<file path="config.mk">
export PLATFORM = sky130hd
export DESIGN_NAME = rk4o_ctrl
export DESIGN_NICKNAME = d
export VERILOG_FILES = /design/src/design/rk4_driven_oscillator_step_core_defines.svh /design/src/design/rk4o_pkg.sv /design/src/design/rk4o_ctrl.sv
export SDC_FILE = /design/constraint.sdc
export NUM_CORES = 1
export LEC_CHECK = 0
export ABC_AREA = 1
export BUFFER_PORTS_ARGS = -buffer_cell sky130_fd_sc_hd__buf_2
export CORE_MARGIN = 5
export CORE_UTILIZATION = 45
export CTS_CLUSTER_SIZE = 28
export DETAILED_ROUTE_END_ITERATION = 10
export PLACE_DENSITY = 0.77
export SLEW_MARGIN = 20
export SYNTH_ARGS = -nofsm -noshare
export SYNTH_HDL_FRONTEND = slang
export SYNTH_SLANG_ARGS = --single-unit
export TNS_END_PERCENT = 100
</file>
<file path="constraint.sdc">
create_clock -name clk -period 1.5 [get_ports clk]
set_input_delay 0.3 -clock clk [delete_from_list [all_inputs] [get_ports clk]]
set_output_delay 0.3 -clock clk [all_outputs]
set_load 0.05 [all_outputs]
</file>
<file path="src/design/rk4_driven_oscillator_step_core_defines.svh">
// Assertion helpers shared by the oscillator step core.
// Each macro expects signals named clk and rst_n in the scope where it is used.
`ifndef RK4_DRIVEN_OSCILLATOR_STEP_CORE_DEFINES_SVH
`define RK4_DRIVEN_OSCILLATOR_STEP_CORE_DEFINES_SVH
`ifndef ASSERT_OFF
`define ASSERT_SAME(lbl, a, b) \
    lbl: assert property (@(posedge clk) disable iff (!rst_n) (a) |-> (b)) \
        else $error("assertion failed: lbl");
`define ASSERT_NEXT(lbl, a, b) \
    lbl: assert property (@(posedge clk) disable iff (!rst_n) (a) |=> (b)) \
        else $error("assertion failed: lbl");
`else
`define ASSERT_SAME(lbl, a, b)
`define ASSERT_NEXT(lbl, a, b)
`endif
`endif

</file>
<file path="src/design/rk4o_pkg.sv">
package rk4o_pkg;

    // Fixed point format of position, velocity and coefficients.
    localparam int FRAC_BITS = 24;
    localparam int DATA_W    = 32;
    localparam int TIME_W    = 40;
    localparam int SUM_W     = 36;
    localparam int DIV_W     = 40;
    localparam int DIV_STEPS = DIV_W / 8;

    // Offset that makes the weighted sum positive before the divide by six.
    localparam logic [DIV_W-1:0] DIV_OFFSET = 40'd51539607552;
    localparam logic [DIV_W:0]   DIV_BIAS   = 41'd8589934592;

    // Configuration register indexes.
    localparam logic [2:0] CFG_AMPLITUDE = 3'd0;
    localparam logic [2:0] CFG_STIFFNESS = 3'd1;
    localparam logic [2:0] CFG_DAMPING   = 3'd2;
    localparam logic [2:0] CFG_STEP_SIZE = 3'd3;
    localparam logic [2:0] CFG_PHASE_STEP = 3'd4;
    localparam logic [2:0] CFG_INIT_POS  = 3'd5;
    localparam logic [2:0] CFG_INIT_VEL  = 3'd6;

    // Register reset values.
    localparam logic [31:0] RST_AMPLITUDE  = 32'd3355443;
    localparam logic [31:0] RST_STIFFNESS  = 32'd41943040;
    localparam logic [31:0] RST_DAMPING    = 32'd1677722;
    localparam logic [30:0] RST_STEP_SIZE  = 31'd167772;
    localparam logic [31:0] RST_PHASE_STEP = 32'd6835653;
    localparam logic [31:0] RST_INIT_POS   = 32'd16777216;
    localparam logic [31:0] RST_INIT_VEL   = 32'd0;

    // Multiplier operand selection.
    localparam logic [2:0] MS_AMP_COS = 3'd0;
    localparam logic [2:0] MS_STF_Y   = 3'd1;
    localparam logic [2:0] MS_DMP_Z   = 3'd2;
    localparam logic [2:0] MS_Z_H     = 3'd3;
    localparam logic [2:0] MS_ACC_H   = 3'd4;

    // Acceleration accumulator operations.
    localparam logic [1:0] ACC_HOLD = 2'd0;
    localparam logic [1:0] ACC_LOAD = 2'd1;
    localparam logic [1:0] ACC_SUB  = 2'd2;

    typedef struct packed {
        logic       load;
        logic [1:0] cos_stage;
        logic [2:0] mul_sel;
        logic [1:0] acc_op;
        logic       k_cap;
        logic       stage_end;
        logic [1:0] end_stage;
        logic       div_init;
        logic       div_step;
        logic       commit;
    } rk4o_cmd_t;

endpackage

</file>
<file path="src/design/rk4o_ctrl.sv">
module rk4o_ctrl import rk4o_pkg::*; (
    input  logic      clk,
    input  logic      rst_n,
    input  logic      in_valid,
    output logic      in_ready,
    output logic      out_valid,
    input  logic      out_ready,
    output rk4o_cmd_t cmd
);

    localparam logic [2:0] ST_IDLE   = 3'd0;
    localparam logic [2:0] ST_PREP   = 3'd1;
    localparam logic [2:0] ST_RUN    = 3'd2;
    localparam logic [2:0] ST_LAST   = 3'd3;
    localparam logic [2:0] ST_DINIT  = 3'd4;
    localparam logic [2:0] ST_DIV    = 3'd5;
    localparam logic [2:0] ST_COMMIT = 3'd6;

    logic [2:0] state_reg, state_next;
    logic [2:0] j_reg, j_next;
    logic [1:0] s_reg, s_next;
    logic [2:0] d_reg, d_next;
    logic       out_valid_reg, out_valid_next;
    logic       slot_free;

    assign in_ready  = (state_reg == ST_IDLE);
    assign out_valid = out_valid_reg;
    assign slot_free = !out_valid_reg || out_ready;

    // Sequencer: five multiplier slots per stage, then the divide and commit.
    always_comb
    begin
        state_next = state_reg;
        j_next     = j_reg;
        s_next     = s_reg;
        d_next     = d_reg;
        cmd        = '0;
        cmd.mul_sel = MS_AMP_COS;
        cmd.acc_op  = ACC_HOLD;
        unique case (state_reg)
            ST_IDLE:
            begin
                cmd.load = in_valid;
                if (in_valid)
                begin
                    state_next = ST_PREP;
                end
            end
            ST_PREP:
            begin
                j_next     = '0;
                s_next     = '0;
                state_next = ST_RUN;
            end
            ST_RUN:
            begin
                cmd.cos_stage = (j_reg == 3'd4) ? s_reg + 2'd1 : s_reg;
                cmd.stage_end = (j_reg == 3'd0) && (s_reg != 2'd0);
                cmd.end_stage = s_reg - 2'd1;
                unique case (j_reg)
                    3'd0: cmd.mul_sel = MS_AMP_COS;
                    3'd1:
                    begin
                        cmd.mul_sel = MS_STF_Y;
                        cmd.acc_op  = ACC_LOAD;
                    end
                    3'd2:
                    begin
                        cmd.mul_sel = MS_DMP_Z;
                        cmd.acc_op  = ACC_SUB;
                    end
                    3'd3:
                    begin
                        cmd.mul_sel = MS_Z_H;
                        cmd.acc_op  = ACC_SUB;
                    end
                    default:
                    begin
                        cmd.mul_sel = MS_ACC_H;
                        cmd.k_cap   = 1'b1;
                    end
                endcase
                if (j_reg == 3'd4)
                begin
                    j_next = '0;
                    s_next = s_reg + 2'd1;
                    if (s_reg == 2'd3)
                    begin
                        state_next = ST_LAST;
                    end
                end
                else
                begin
                    j_next = j_reg + 3'd1;
                end
            end
            ST_LAST:
            begin
                cmd.stage_end = 1'b1;
                cmd.end_stage = 2'd3;
                state_next    = ST_DINIT;
            end
            ST_DINIT:
            begin
                cmd.div_init = 1'b1;
                d_next       = '0;
                state_next   = ST_DIV;
            end
            ST_DIV:
            begin
                cmd.div_step = 1'b1;
                d_next       = d_reg + 3'd1;
                if (d_reg == 3'(DIV_STEPS - 1))
                begin
                    state_next = ST_COMMIT;
                end
            end
            ST_COMMIT:
            begin
                cmd.commit = slot_free;
                if (slot_free)
                begin
                    state_next = ST_IDLE;
                end
            end
            default:
            begin
                state_next = ST_IDLE;
            end
        endcase
    end

    // Output item holding register.
    always_comb
    begin
        out_valid_next = out_valid_reg;
        if (cmd.commit)
        begin
            out_valid_next = 1'b1;
        end
        else if (out_ready)
        begin
            out_valid_next = 1'b0;
        end
    end

    always_ff @(posedge clk or negedge rst_n)
    begin
        if (!rst_n)
        begin
            state_reg     <= ST_IDLE;
            j_reg         <= '0;
            s_reg         <= '0;
            d_reg         <= '0;
            out_valid_reg <= 1'b0;
        end
        else
        begin
            state_reg     <= state_next;
            j_reg         <= j_next;
            s_reg         <= s_next;
            d_reg         <= d_next;
            out_valid_reg <= out_valid_next;
        end
    end

endmodule
</file>
Word-level counts from Yosys, hierarchy flattened
Cells that the tools add are included.
{"block": "classes", "n_addsub": 4, "n_eq_ne": 17, "n_mux": 22, "reduce_logical": 12}
{"op": "$pmux 3 s7", "n": 1}
{"op": "$mux 3", "n": 6}
{"op": "$pmux 3 s2", "n": 3}
{"op": "$eq 3x3->1 const B", "n": 5}
{"op": "$eq 3x2->1 const B", "n": 4}
{"op": "$pmux 3 s4", "n": 1}
{"op": "$ne 2x2->1 const B", "n": 5}
{"op": "$mux 8", "n": 1}
{"op": "$pmux 2 s2", "n": 2}
{"op": "$reduce_bool 2->1", "n": 4}
{"op": "$mux 1", "n": 7}
{"op": "$add 3x1->3 const B", "n": 2}
{"op": "$eq 3x1->1 const B", "n": 2}
{"op": "$logic_not 3->1", "n": 2}
{"op": "$reduce_and 5->1", "n": 1}
{"op": "$reduce_or 4->1", "n": 1}
{"op": "$add 2x1->2 const B", "n": 1}
{"op": "$eq 2x2->1 const B", "n": 1}
{"op": "$mux 2", "n": 1}
{"op": "$reduce_or 2->1", "n": 1}
{"op": "$sub 2x1->2 const B", "n": 1}
{"op": "$logic_and 1x1->1", "n": 1}
{"op": "$logic_not 1->1", "n": 1}
{"op": "$logic_or 1x1->1", "n": 1}
{"block": "totals", "ff_bits": 12, "in_bits": 4, "word_cells": 60}

Logic depth before layout (Yosys ltp)
Gate-level depths: netlist of the first run.
{"block": "depth", "ltp_word": 4, "ltp_mapped": 9}

Worst setup path after synthesis of the first run
No wires, ideal clock.
{"block": "synth_timing", "kind": "register -> output", "startpoint": "reg j_reg[0]", "endpoint": "out cmd[11] (netlist bit)", "t_arrival_ns": 2.367, "required_time_ns": 1.200, "path_slack_ns": -1.167, "path_stages_with_launch": 6, "path_cell_list": "dfrtp_1 ha_1 ha_1 a21o_1 nor3_1 buf_4"}
{"element": "start, declared", "line_no": "rk4o_ctrl.sv:20", "rtl": "logic [2:0] j_reg, j_next;"}
{"element": "start signal, assigned", "line_no": "rk4o_ctrl.sv:160", "rtl": "j_reg <= j_next;"}
{"element": "end, declared", "line_no": "rk4o_ctrl.sv:8", "rtl": "output rk4o_cmd_t cmd"}

==> flow_summary.ini, run 1 <==
[timing]
tightestPinTransition_ps = 310.0
setup_slack_ps = -571.3
timing.final.setup_violations = 22
slew-limit-headroom_pct = 79.25
finalMaxSlewViolations = 0
hold_violations = 0
rsz0062_at_grt = true
fin_crit_ps = 2071
clock_skew_ps = 4.721
setup-tns-final_ps = -5707
fmax_mhz = 482.8
finalCritPeriodShare_pct = 138.1
hold_ws_ps = 223.3

[power]
power-per-cell-area_nw_per_um2 = 2338
static-leakage-power_nw = 0.9277
peakVddDrop_mv = 2.068

[min_path]
min-delay-start = out_ready
min_path_cells = 2
hold_end = out_valid$_DFFE_PN0P_
worstHoldPathType = input port to register

[critical_path]
r2r-start = j_reg[0]$_DFFE_PN0P_
critical_path.most_common_cell = ha_2
rr_endpoint = state_reg[1]$_DFFE_PN0P_
critical-path-max-stage-delay_ps = 420
timing.critical_path.slowest_stage_cell = dfrtp_1
path_cells = ha_2 -> ha_2 -> a21o_1 -> nor3_4 -> buf_6
timing.setup.critical_path_class = register to output port
worst-r2r-setup-slack_ps = -120
worst-endpoint-required_ps = 1200
worst_setup_path_end_kind = output port
timing.critical_path.fanout_max = 3
reg2regPathDepth = 10
setup.worst_path.start_class = register
cp.arrival_ps = 1770

[global_route]
grt_max_degree = 13
grtUsageTotal_pct = 23.60
global_route_wire_length_before_repair_um = 5602
antenna_found_initial = 0
via_count_of_the_first_global_routing_pass = 1154
grt.overflow.total = 0

[synthesis]
synth.net_count = 135
yosys_warnings = 0
netlist_area_um2 = 927.1
netlist_instances = 122
syn_area_per_cell_um2 = 7.600
yosys.cell_types.count = 23
synth_seq_area_share_pct = 32.39
synth.ff_latch_count = 12

[route]
detailedRoute.firstPassIterationCount = 4
count_of_unresolved_drc_violations_after_routing = 0
wl_per_cell_um = 22.67
drt-initial-drc-count = 63
drt.antenna.violating_nets = 0
via_per_inst = 5.773
drt_wl_total_um = 4897
via_count = 1247

[die]
design.core.area_um2 = 1962
floorplan.initialDensity_pct = 47.26
die_width_um = 55.39
fp.dieH_um = 55.39
rows = 16
io_pins = 21
die-area_um2 = 3068

[cells_and_area]
final_nets = 203
number_of_antenna_cells_inserted = 0
syn2layout_area_growth_pct = 98.25
final_layout_size_suffix_gt1_share_pct = 67.20

[run]
max-cap-violations = 0

[run_status]
run_status = finished, violations left
violations = negative setup slack

[cts]
clock_tree_from_tritoncts = done
worst_skew_pair.late_latency_ps = 310
clock_tree.htree_level_count = 1
clock-root-buffer = clkbuf_4
clkSinkCount = 12
clkTransAtPathRegs_ps = 70
clockBufferDepth = 2
cts_made_buffers = 3

[placed_design]
port_buffers = 20
place_hpwl_um = 1764
routabilityCongestion = 0.7846
cell usage after synthesis, drive strengths merged:
cell | n | area [um2]
nor2 | 15 | 73.82
o31ai | 1 | 12.51
o21ai | 9 | 48.79
nand3 | 9 | 70.06
nand3b | 1 | 11.26
o22ai | 2 | 12.51
ha | 9 | 112.6
a21oi | 3 | 15.01
a21o | 1 | 7.510
nand2 | 25 | 96.35
inv | 26 | 97.59
buf | 5 | 45.04
nor3 | 3 | 15.01
dfrtp | 12 | 300.3
xnor2 | 1 | 8.760
cell families after synthesis:
logic type | count (synthesis) | share of synthesized area (%)
adder cells (fa/ha/maj) | 9 | 12.15
XOR/XNOR | 1 | 0.9448
flip-flops | 12 | 32.39
AND/OR/NAND/NOR | 53 | 28.74
AO/OA/AOI/OAI | 16 | 10.39
buffers and inverters | 31 | 15.38
cell type report:
type                            count  area, um2
Inverter                           26      106.4
Multi-Input combinational cell     79      713.2
Tap cell                           27      33.78
Sequential cell                    12      301.5
Clock buffer                        4      36.28
Fill cell                          67      123.9
Timing Repair Buffer               68      646.9
worst max path at each step:
stage                    startpoint      end  slack, ps  cells past startpoint
2_1_floorplan  j_reg[1]$_DFFE_PN0P_  cmd[11]       -440                      5
3_3_place_gp   j_reg[0]$_DFFE_PN0P_  cmd[13]       -190                      8
3_5_place_dp   j_reg[0]$_DFFE_PN0P_  cmd[13]       -260                      8
4_1_cts        j_reg[1]$_DFFE_PN0P_   cmd[6]       -450                      7
5_1_grt        j_reg[1]$_DFFE_PN0P_  cmd[11]       -640                      5
6_report       j_reg[1]$_DFFE_PN0P_  cmd[11]       -570                      5
routing by layer:
| metal | routed length, um | GRT usage [%] | part of all wire, % |
|---|---|---|---|
| met4 | 376 | 12.85 | 7.7 |
| met3 | 323 | 5.594 | 6.6 |
| met1 | 1743 | 23.04 | 36 |
| met5 | 0 | 0 | 0 |
| met2 | 2453 | 44.76 | 50 |
power by group:
group	total, W	switching [W]	internal, W	leakage (nW)
clock	0.000278	0.000129	0.000148	0.0210
combinational	0.00343	0.00201	0.00142	0.749
sequential	0.000585	0.000133	0.000452	0.157
per-stage QoR:
stage / instance area (um2) / power, W / cells / util (%) / worst slack [ps]
2_1_floorplan: 1023 / 0.002093 / 122 / - / -441.0
3_3_place_gp: 1259 / 0.002541 / 184 / 64.16 / -187.9
3_5_place_dp: 1259 / 0.002604 / 184 / 64.16 / -259.3
4_1_cts: 1643 / 0.003487 / 206 / 83.74 / -445.6
5_1_grt: 1838 / 0.004499 / 216 / 93.69 / -643.8
6_report: 1838 / 0.004298 / 216 / 93.69 / -571.3
layout by cell type (no fill, tap or decap), drive strengths merged:
master,count
buf,67
clkbuf,4
nand3,9
nor2,15
o31ai,1
inv,25
nor3,3
ha,9
dlygate4sd3,1
a21o,1
nand2,25
o22ai,2
dfrtp,12
a21oi,3
clkinvlp,1
o21ai,9
nand3b,1
xnor2,1
worst max-delay path, delay by kind of cell, from the launching register on:
kind | cells | cell delay [ps]
flip-flops | 1 | 420
adder cells (fa/ha/maj) | 2 | 390
AND/OR/NAND/NOR | 1 | 250
AO/OA/AOI/OAI | 1 | 210
buffers and inverters | 1 | 200
what timing repair did:
item,in CTS,in global routing
pin swaps,8,12
endpoints found under the hold margin,12,0
hold buffers,1,0
resized for setup,66,33
buffers inserted,19,12
setup endpoints to repair,19,22
Power figures use the tool's default switching activity.
==> run 2: changes to the inputs <==
ABC_AREA = default   (was 1)
PLACE_DENSITY = 0.78   (was 0.77)
==> run 2 against run 1 <==
Critical path type unchanged. Setup slack improved by 120 ps. First-iteration DRC count decreased by 75%. Routed wire length decreased by 37%. Clock skew decreased by 3.5 ps. Fmax increased by 6.4%. The flow still finishes with violations (negative setup slack).
==> flow_summary.ini, run 2 <==
[run_status]
run_status = finished, violations left
violations = negative setup slack

[die]
die-area_um2 = 2942
fp.dieH_um = 54.24
io_pins = 21
design.core.area_um2 = 1922
die_width_um = 54.24
rows = 16
floorplan.initialDensity_pct = 45.83

[cts]
clkSinkCount = 12
worst_skew_pair.late_latency_ps = 270
cts_made_buffers = 3
clock-root-buffer = clkbuf_4
clkTransAtPathRegs_ps = 70
clock_tree.htree_level_count = 1
clock_tree_from_tritoncts = done
clockBufferDepth = 2

[synthesis]
netlist_top_cells_count = dfrtp_1, ha_1, nor2_1, inv_1, nand2b_1
ys_top_cells_by_area = dfrtp_1, ha_1, nand2b_1, a21oi_1, nor2_1
yosys_warnings = 0
synth-compound-area-share_pct = 19.03
yosys.area_share.simple_pct = 23.44
synth_top_area_share_pct = 34.09
netlist.top_cell.by_area = dfrtp_1
syn_area_per_cell_um2 = 8.552
synth_seq_area_share_pct = 34.09
synth_mux_area_share_pct = 1.278
post_synthesis_xor_xnor_area_fraction_pct = 0.9943
netlist_area_um2 = 880.8
asyncSetResetFlopFracSynth_pct = 100.0
synth_fa_ha_area_share_pct = 12.78
synth.net_count = 116
synth.most_common_cell = dfrtp_1
netlist_instances = 103
synth.ff_latch_count = 12
count_of_flip_flops_with_a_built_in_enable_after_synthesis = 0
yosys.cell_types.count = 31
ys.flop_type = dfrtp_1
synth_top_family_by_area = simple AND/OR/NAND/NOR gates

[timing]
tightestPinTransition_ps = 275.9
rsz0062_at_grt = true
fmax_mhz = 513.5
setup_slack_ps = -447.6
clock_skew_ps = 1.184
hold_violations = 0
fin_crit_ps = 1948
timing.final.setup_violations = 17
hold_ws_ps = 363.7
finalCritPeriodShare_pct = 129.8
finalMaxSlewViolations = 0
slew-limit-headroom_pct = 81.41

[power]
power-per-cell-area_nw_per_um2 = 2317
netSwitchingPower_w = 0.001841
peakVddDrop_mv = 1.495
switching_share_pct = 49.65
seqPwrFrac_pct = 15.6
totalPowerFinal_w = 0.003708
static-leakage-power_nw = 0.7004
p_int_w = 0.001867
combPwrFrac_pct = 79.0
pwr-share-clk_pct = 5.5

[placed_design]
port_buffers = 20
place_hpwl_um = 1607
routabilityCongestion = 0.8073
postPlaceCellArea_um2 = 1164

[critical_path]
cp-startpoint = j_reg[0]$_DFFE_PN0P_
cp_num_cells = 6
timing.setup.critical_path_class = register to output port
path_cells = inv_2 -> ha_4 -> nand2_4 -> xnor2_1 -> nor2_1 -> buf_6
reg2regPathDepth = 5
worst_setup_path_end_kind = output port
rr_endpoint = s_reg[0]$_DFFE_PN0P_
timing.critical_path.buf_inv = 2
timing.critical_path.fanout_max = 4
timing.critical_path.slowest_stage_cell = dfrtp_2
critical-path-max-stage-delay_ps = 460
worst-r2r-setup-slack_ps = -50
setup.worst_path.start_class = register
cp.arrival_ps = 1650
worst-endpoint-required_ps = 1200
timing.critical_path.max_delay_family = flip-flops
r2r-start = state_reg[2]$_DFFE_PN0P_

[global_route]
grt.busiest_layer = met2
grtUsageTotal_pct = 20.41
grt_use_met2_pct = 36.06
grt.overflow.total = 0
grt_max_degree = 17
via_count_of_the_first_global_routing_pass = 924
global_route_wire_length_before_repair_um = 4202
global_route.usage.met3_pct = 1.907
grt_use_met1_pct = 23.55
antenna_found_initial = 0

[cells_and_area]
syn2layout_area_growth_pct = 81.68
layout_commonest_cell = buf_4
number_of_antenna_cells_inserted = 0
final_layout_size_suffix_gt1_share_pct = 59.06
finish.instance_area_um2 = 1600
final_nets = 164
layout.cells.most_common_list = buf_4, buf_6, dfrtp_1

[route]
drt.antenna.violating_nets = 0
via_per_inst = 5.392
drt-initial-drc-count = 16
detailedRoute.firstPassIterationCount = 4
count_of_unresolved_drc_violations_after_routing = 0
wl_per_cell_um = 17.54
drt_wl_total_um = 3087
via_count = 949

[min_path]
hold_end = out_valid$_DFFE_PN0P_
min_path_cells = 3
min-delay-start = out_ready
worstHoldPathType = input port to register

[run]
max-cap-violations = 0
-- run 2: cell count changes after synthesis, sizes merged, moves of 2 or more --
cell     previous run  this run
inv                26         8
nand2              25         7
nand2b              0         8
nand3               9         3
nor2               15         9
a21oi               3         7
and2                0         3
o21ai               9         6
o31ai               1         4
clkbuf              0         2
o22ai               2         0
o2bb2ai             0         2
-- run 2: kinds of logic (layout without fill, tap and decap cells) --
logic type               Yosys count  count (layout)
AND/OR/NAND/NOR                   40              40
buffers and inverters             15              61
flip-flops                        12              12
multiplexers                       1               1
XOR/XNOR                           1               1
AO/OA/AOI/OAI                     25              25
adder cells (fa/ha/maj)            9               9
-- run 2: worst max-delay path by stage --
stage / slack [ps] / to
after global routing: -510 / cmd[12]
final: -450 / cmd[12]
after floorplan: -490 / cmd[11]
after global placement: -180 / cmd[6]
after detailed placement: -210 / cmd[6]
after CTS: -370 / cmd[6]
-- run 2: cell type report --
type,count,area (um2)
Clock buffer,3,22.52
Fill cell,99,321.6
Inverter,8,33.78
Multi-Input combinational cell,76,711.9
Sequential cell,12,301.5
Tap cell,27,33.78
Timing Repair Buffer,50,496.7
-- run 2: power by group through the flow --
stage                     Combinational, W  Clock [W]  Sequential (W)
after global placement             0.00184          0        0.000537
after global routing               0.00310   0.000211        0.000599
after CTS                          0.00257   0.000204        0.000556
after detailed placement           0.00189          0        0.000547
after floorplan                    0.00135          0        0.000597
final                              0.00293   0.000203        0.000577
-- run 2: repair_timing --
item | in CTS | in global routing
endpoints found under the setup margin | 18 | 17
hold buffers | 1 | 0
pin swaps | 8 | 3
endpoints found under the hold margin | 12 | 0
cloned | 1 | 0
gates resized for setup | 62 | 12
setup buffers | 8 | 5
-- run 2: worst register-to-register path, stage by stage (launching register included) --
cell,delay [ps]
dfrtp_1,410
buf_8,170
nand2b_4,190
buf_4,150
or4_1,480
nand3_1,90
-- run 2: per-stage QoR --
stage	setup slack (ps)	std cells	utilization [%]	TNS, ps
4_1_cts	-371.1	171	77.47	-3690
3_3_place_gp	-180.6	159	60.55	-1283
2_1_floorplan	-493.8	103	-	-3331
5_1_grt	-507.7	176	83.27	-4976
6_report	-447.6	176	83.27	-4059
3_5_place_dp	-212.8	159	60.55	-1723
-- run 2: routing by layer --
metal / routed length [um] / up-vias
met2: 1640 / 28
met1: 1204 / 463
met4: 125 / 0
li1: - / 446
met5: 0 / -
met3: 117 / 12
==> run 3: changes to the inputs <==
CTS_CLUSTER_SIZE = default   (was 28)
PLACE_DENSITY = 0.79   (was 0.78)
==> run 3 against run 2 <==
The run still ends with negative setup slack left. Non-clock buffer count decreased by 4. Power rose by 0.70%. Global-route usage rose by 0.079 points. Critical path depth is the same. Fmax grew 0.98%. Routed wire length rose by 2.2%. Sequential share of layout area barely moved. Critical endpoint is now cmd[11]. Highest routed layer unchanged.
==> flow_summary.ini, run 3 (same netlist as run 2, synthesis figures left out) <==
[min_path]
worstHoldPathType = input port to register

[die]
die-area_um2 = 2942
die_width_um = 54.24
floorplan.initialDensity_pct = 45.83
rows = 16
design.core.area_um2 = 1922
io_pins = 21
fp.dieH_um = 54.24

[placed_design]
place_hpwl_um = 1618
port_buffers = 20
postPlaceCellArea_um2 = 1171
routabilityCongestion = 0.7728

[cts]
clock_tree_from_tritoncts = done
clkSinkCount = 12
clkTransAtPathRegs_ps = 70
clock_tree.htree_level_count = 1
clock-root-buffer = clkbuf_4
worst_skew_pair.late_latency_ps = 280
clockBufferDepth = 2
cts_made_buffers = 3

[timing]
fin_crit_ps = 1929
hold_ws_ps = 363.8
setup-tns-final_ps = -4726
rsz0062_at_grt = true
tightestPinTransition_ps = 282.6
finalMaxSlewViolations = 0
setup_slack_ps = -428.8
finalCritPeriodShare_pct = 128.6
clock_skew_ps = 1.838
hold_violations = 0
timing.final.setup_violations = 19
slew-limit-headroom_pct = 81.16
fmax_mhz = 518.5

[route]
wl_per_cell_um = 18.35
drt.antenna.violating_nets = 0
count_of_unresolved_drc_violations_after_routing = 0
drt_wl_total_um = 3156
via_per_inst = 5.541
drt-initial-drc-count = 26
via_count = 953
detailedRoute.firstPassIterationCount = 4

[cells_and_area]
filler_cell_count_in_the_final_layout = 109
syn2layout_area_growth_pct = 82.53
layout.cells.most_common_list = buf_4, buf_6, dfrtp_1
layout_commonest_cell = buf_4
final_nets = 160
finish.instance_area_um2 = 1608
final_layout_size_suffix_gt1_share_pct = 62.07
number_of_antenna_cells_inserted = 0

[critical_path]
worst_setup_path_end_kind = output port
setup.worst_path.start_class = register
worst-r2r-setup-slack_ps = -60
timing.critical_path.fanout_max = 4
worst-endpoint-required_ps = 1200
timing.setup.critical_path_class = register to output port
cp.arrival_ps = 1630

[global_route]
grt.overflow.total = 0
global_route_wire_length_before_repair_um = 4257
grt_max_degree = 17
antenna_found_initial = 0
via_count_of_the_first_global_routing_pass = 910
grtUsageTotal_pct = 20.49

[run_status]
run_status = finished, violations left
violations = negative setup slack

[power]
static-leakage-power_nw = 0.6954
totalPowerFinal_w = 0.003735
peakVddDrop_mv = 1.606
power-per-cell-area_nw_per_um2 = 2323

[run]
max-cap-violations = 0
## run 3: routing by layer
| metal | share of wire, % | track usage [%] | vias up |
|---|---|---|---|
| li1 | - | - | 438 |
| met1 | 36 | 22.92 | 460 |
| met2 | 55 | 37.25 | 41 |
| met3 | 5.3 | 3.270 | 14 |
| met4 | 3.9 | 9.959 | 0 |
| met5 | 0 | 0 | - |
## run 3: through the flow
stage                     utilization [%]  worst slack (ps)  instances
after floorplan                         -            -493.8        103
after global placement              60.94            -184.7        160
after detailed placement            60.94            -232.5        160
after CTS                           74.48            -356.8        168
after global routing                83.66            -527.1        172
final                               83.66            -428.8        172
## run 3: what timing repair did
item / in CTS / in global routing
endpoints found under the setup margin: 19 / 20
hold endpoints to repair: 12 / 0
pin swaps: 4 / 6
gates cloned: 1 / 0
resized for setup: 54 / 30
hold buffers: 1 / 0
buffers inserted: 3 / 4
## run 3: power by group
group          internal, W  switching, W
sequential        0.000457      0.000130
combinational      0.00133       0.00162
clock            0.0000932      0.000109
total              0.00188       0.00186
## run 3: path summary, 6_finish.rpt
kind / depth (start not counted) / to / startpoint
worst min register to register: 2 / d_reg[1]$_DFFE_PN0P_ / d_reg[1]$_DFFE_PN0P_
max in group asynchronous: 2 / j_reg[1]$_DFFE_PN0P_ / rst_n
min in group asynchronous: 2 / state_reg[2]$_DFFE_PN0P_ / rst_n
worst max-delay path: 6 / cmd[11] / j_reg[1]$_DFFE_PN0P_
worst min-delay path: 3 / out_valid$_DFFE_PN0P_ / out_ready
worst max register to register: 7 / j_reg[1]$_DFFE_PN0P_ / state_reg[0]$_DFFE_PN0P_
## run 3: cell type report
| class | instances | area, um2 | area share, % |
|---|---|---|---|
| multi-input cells | 76 | 748.2 | 46.54 |
| repair buffers | 46 | 464.2 | 28.87 |
| flip-flops and latches | 12 | 302.8 | 18.83 |
| inverters | 8 | 36.28 | 2.257 |
| well taps | 27 | 33.78 | 2.101 |
| clock buffers | 3 | 22.52 | 1.401 |
## run 3: worst max-delay path, cell delays in order, from the launching register on
cell     delay (ps)
dfrtp_2         430
inv_2            70
ha_2            190
nor3_4          170
nor2_2           70
nor3_4          220
buf_6           190
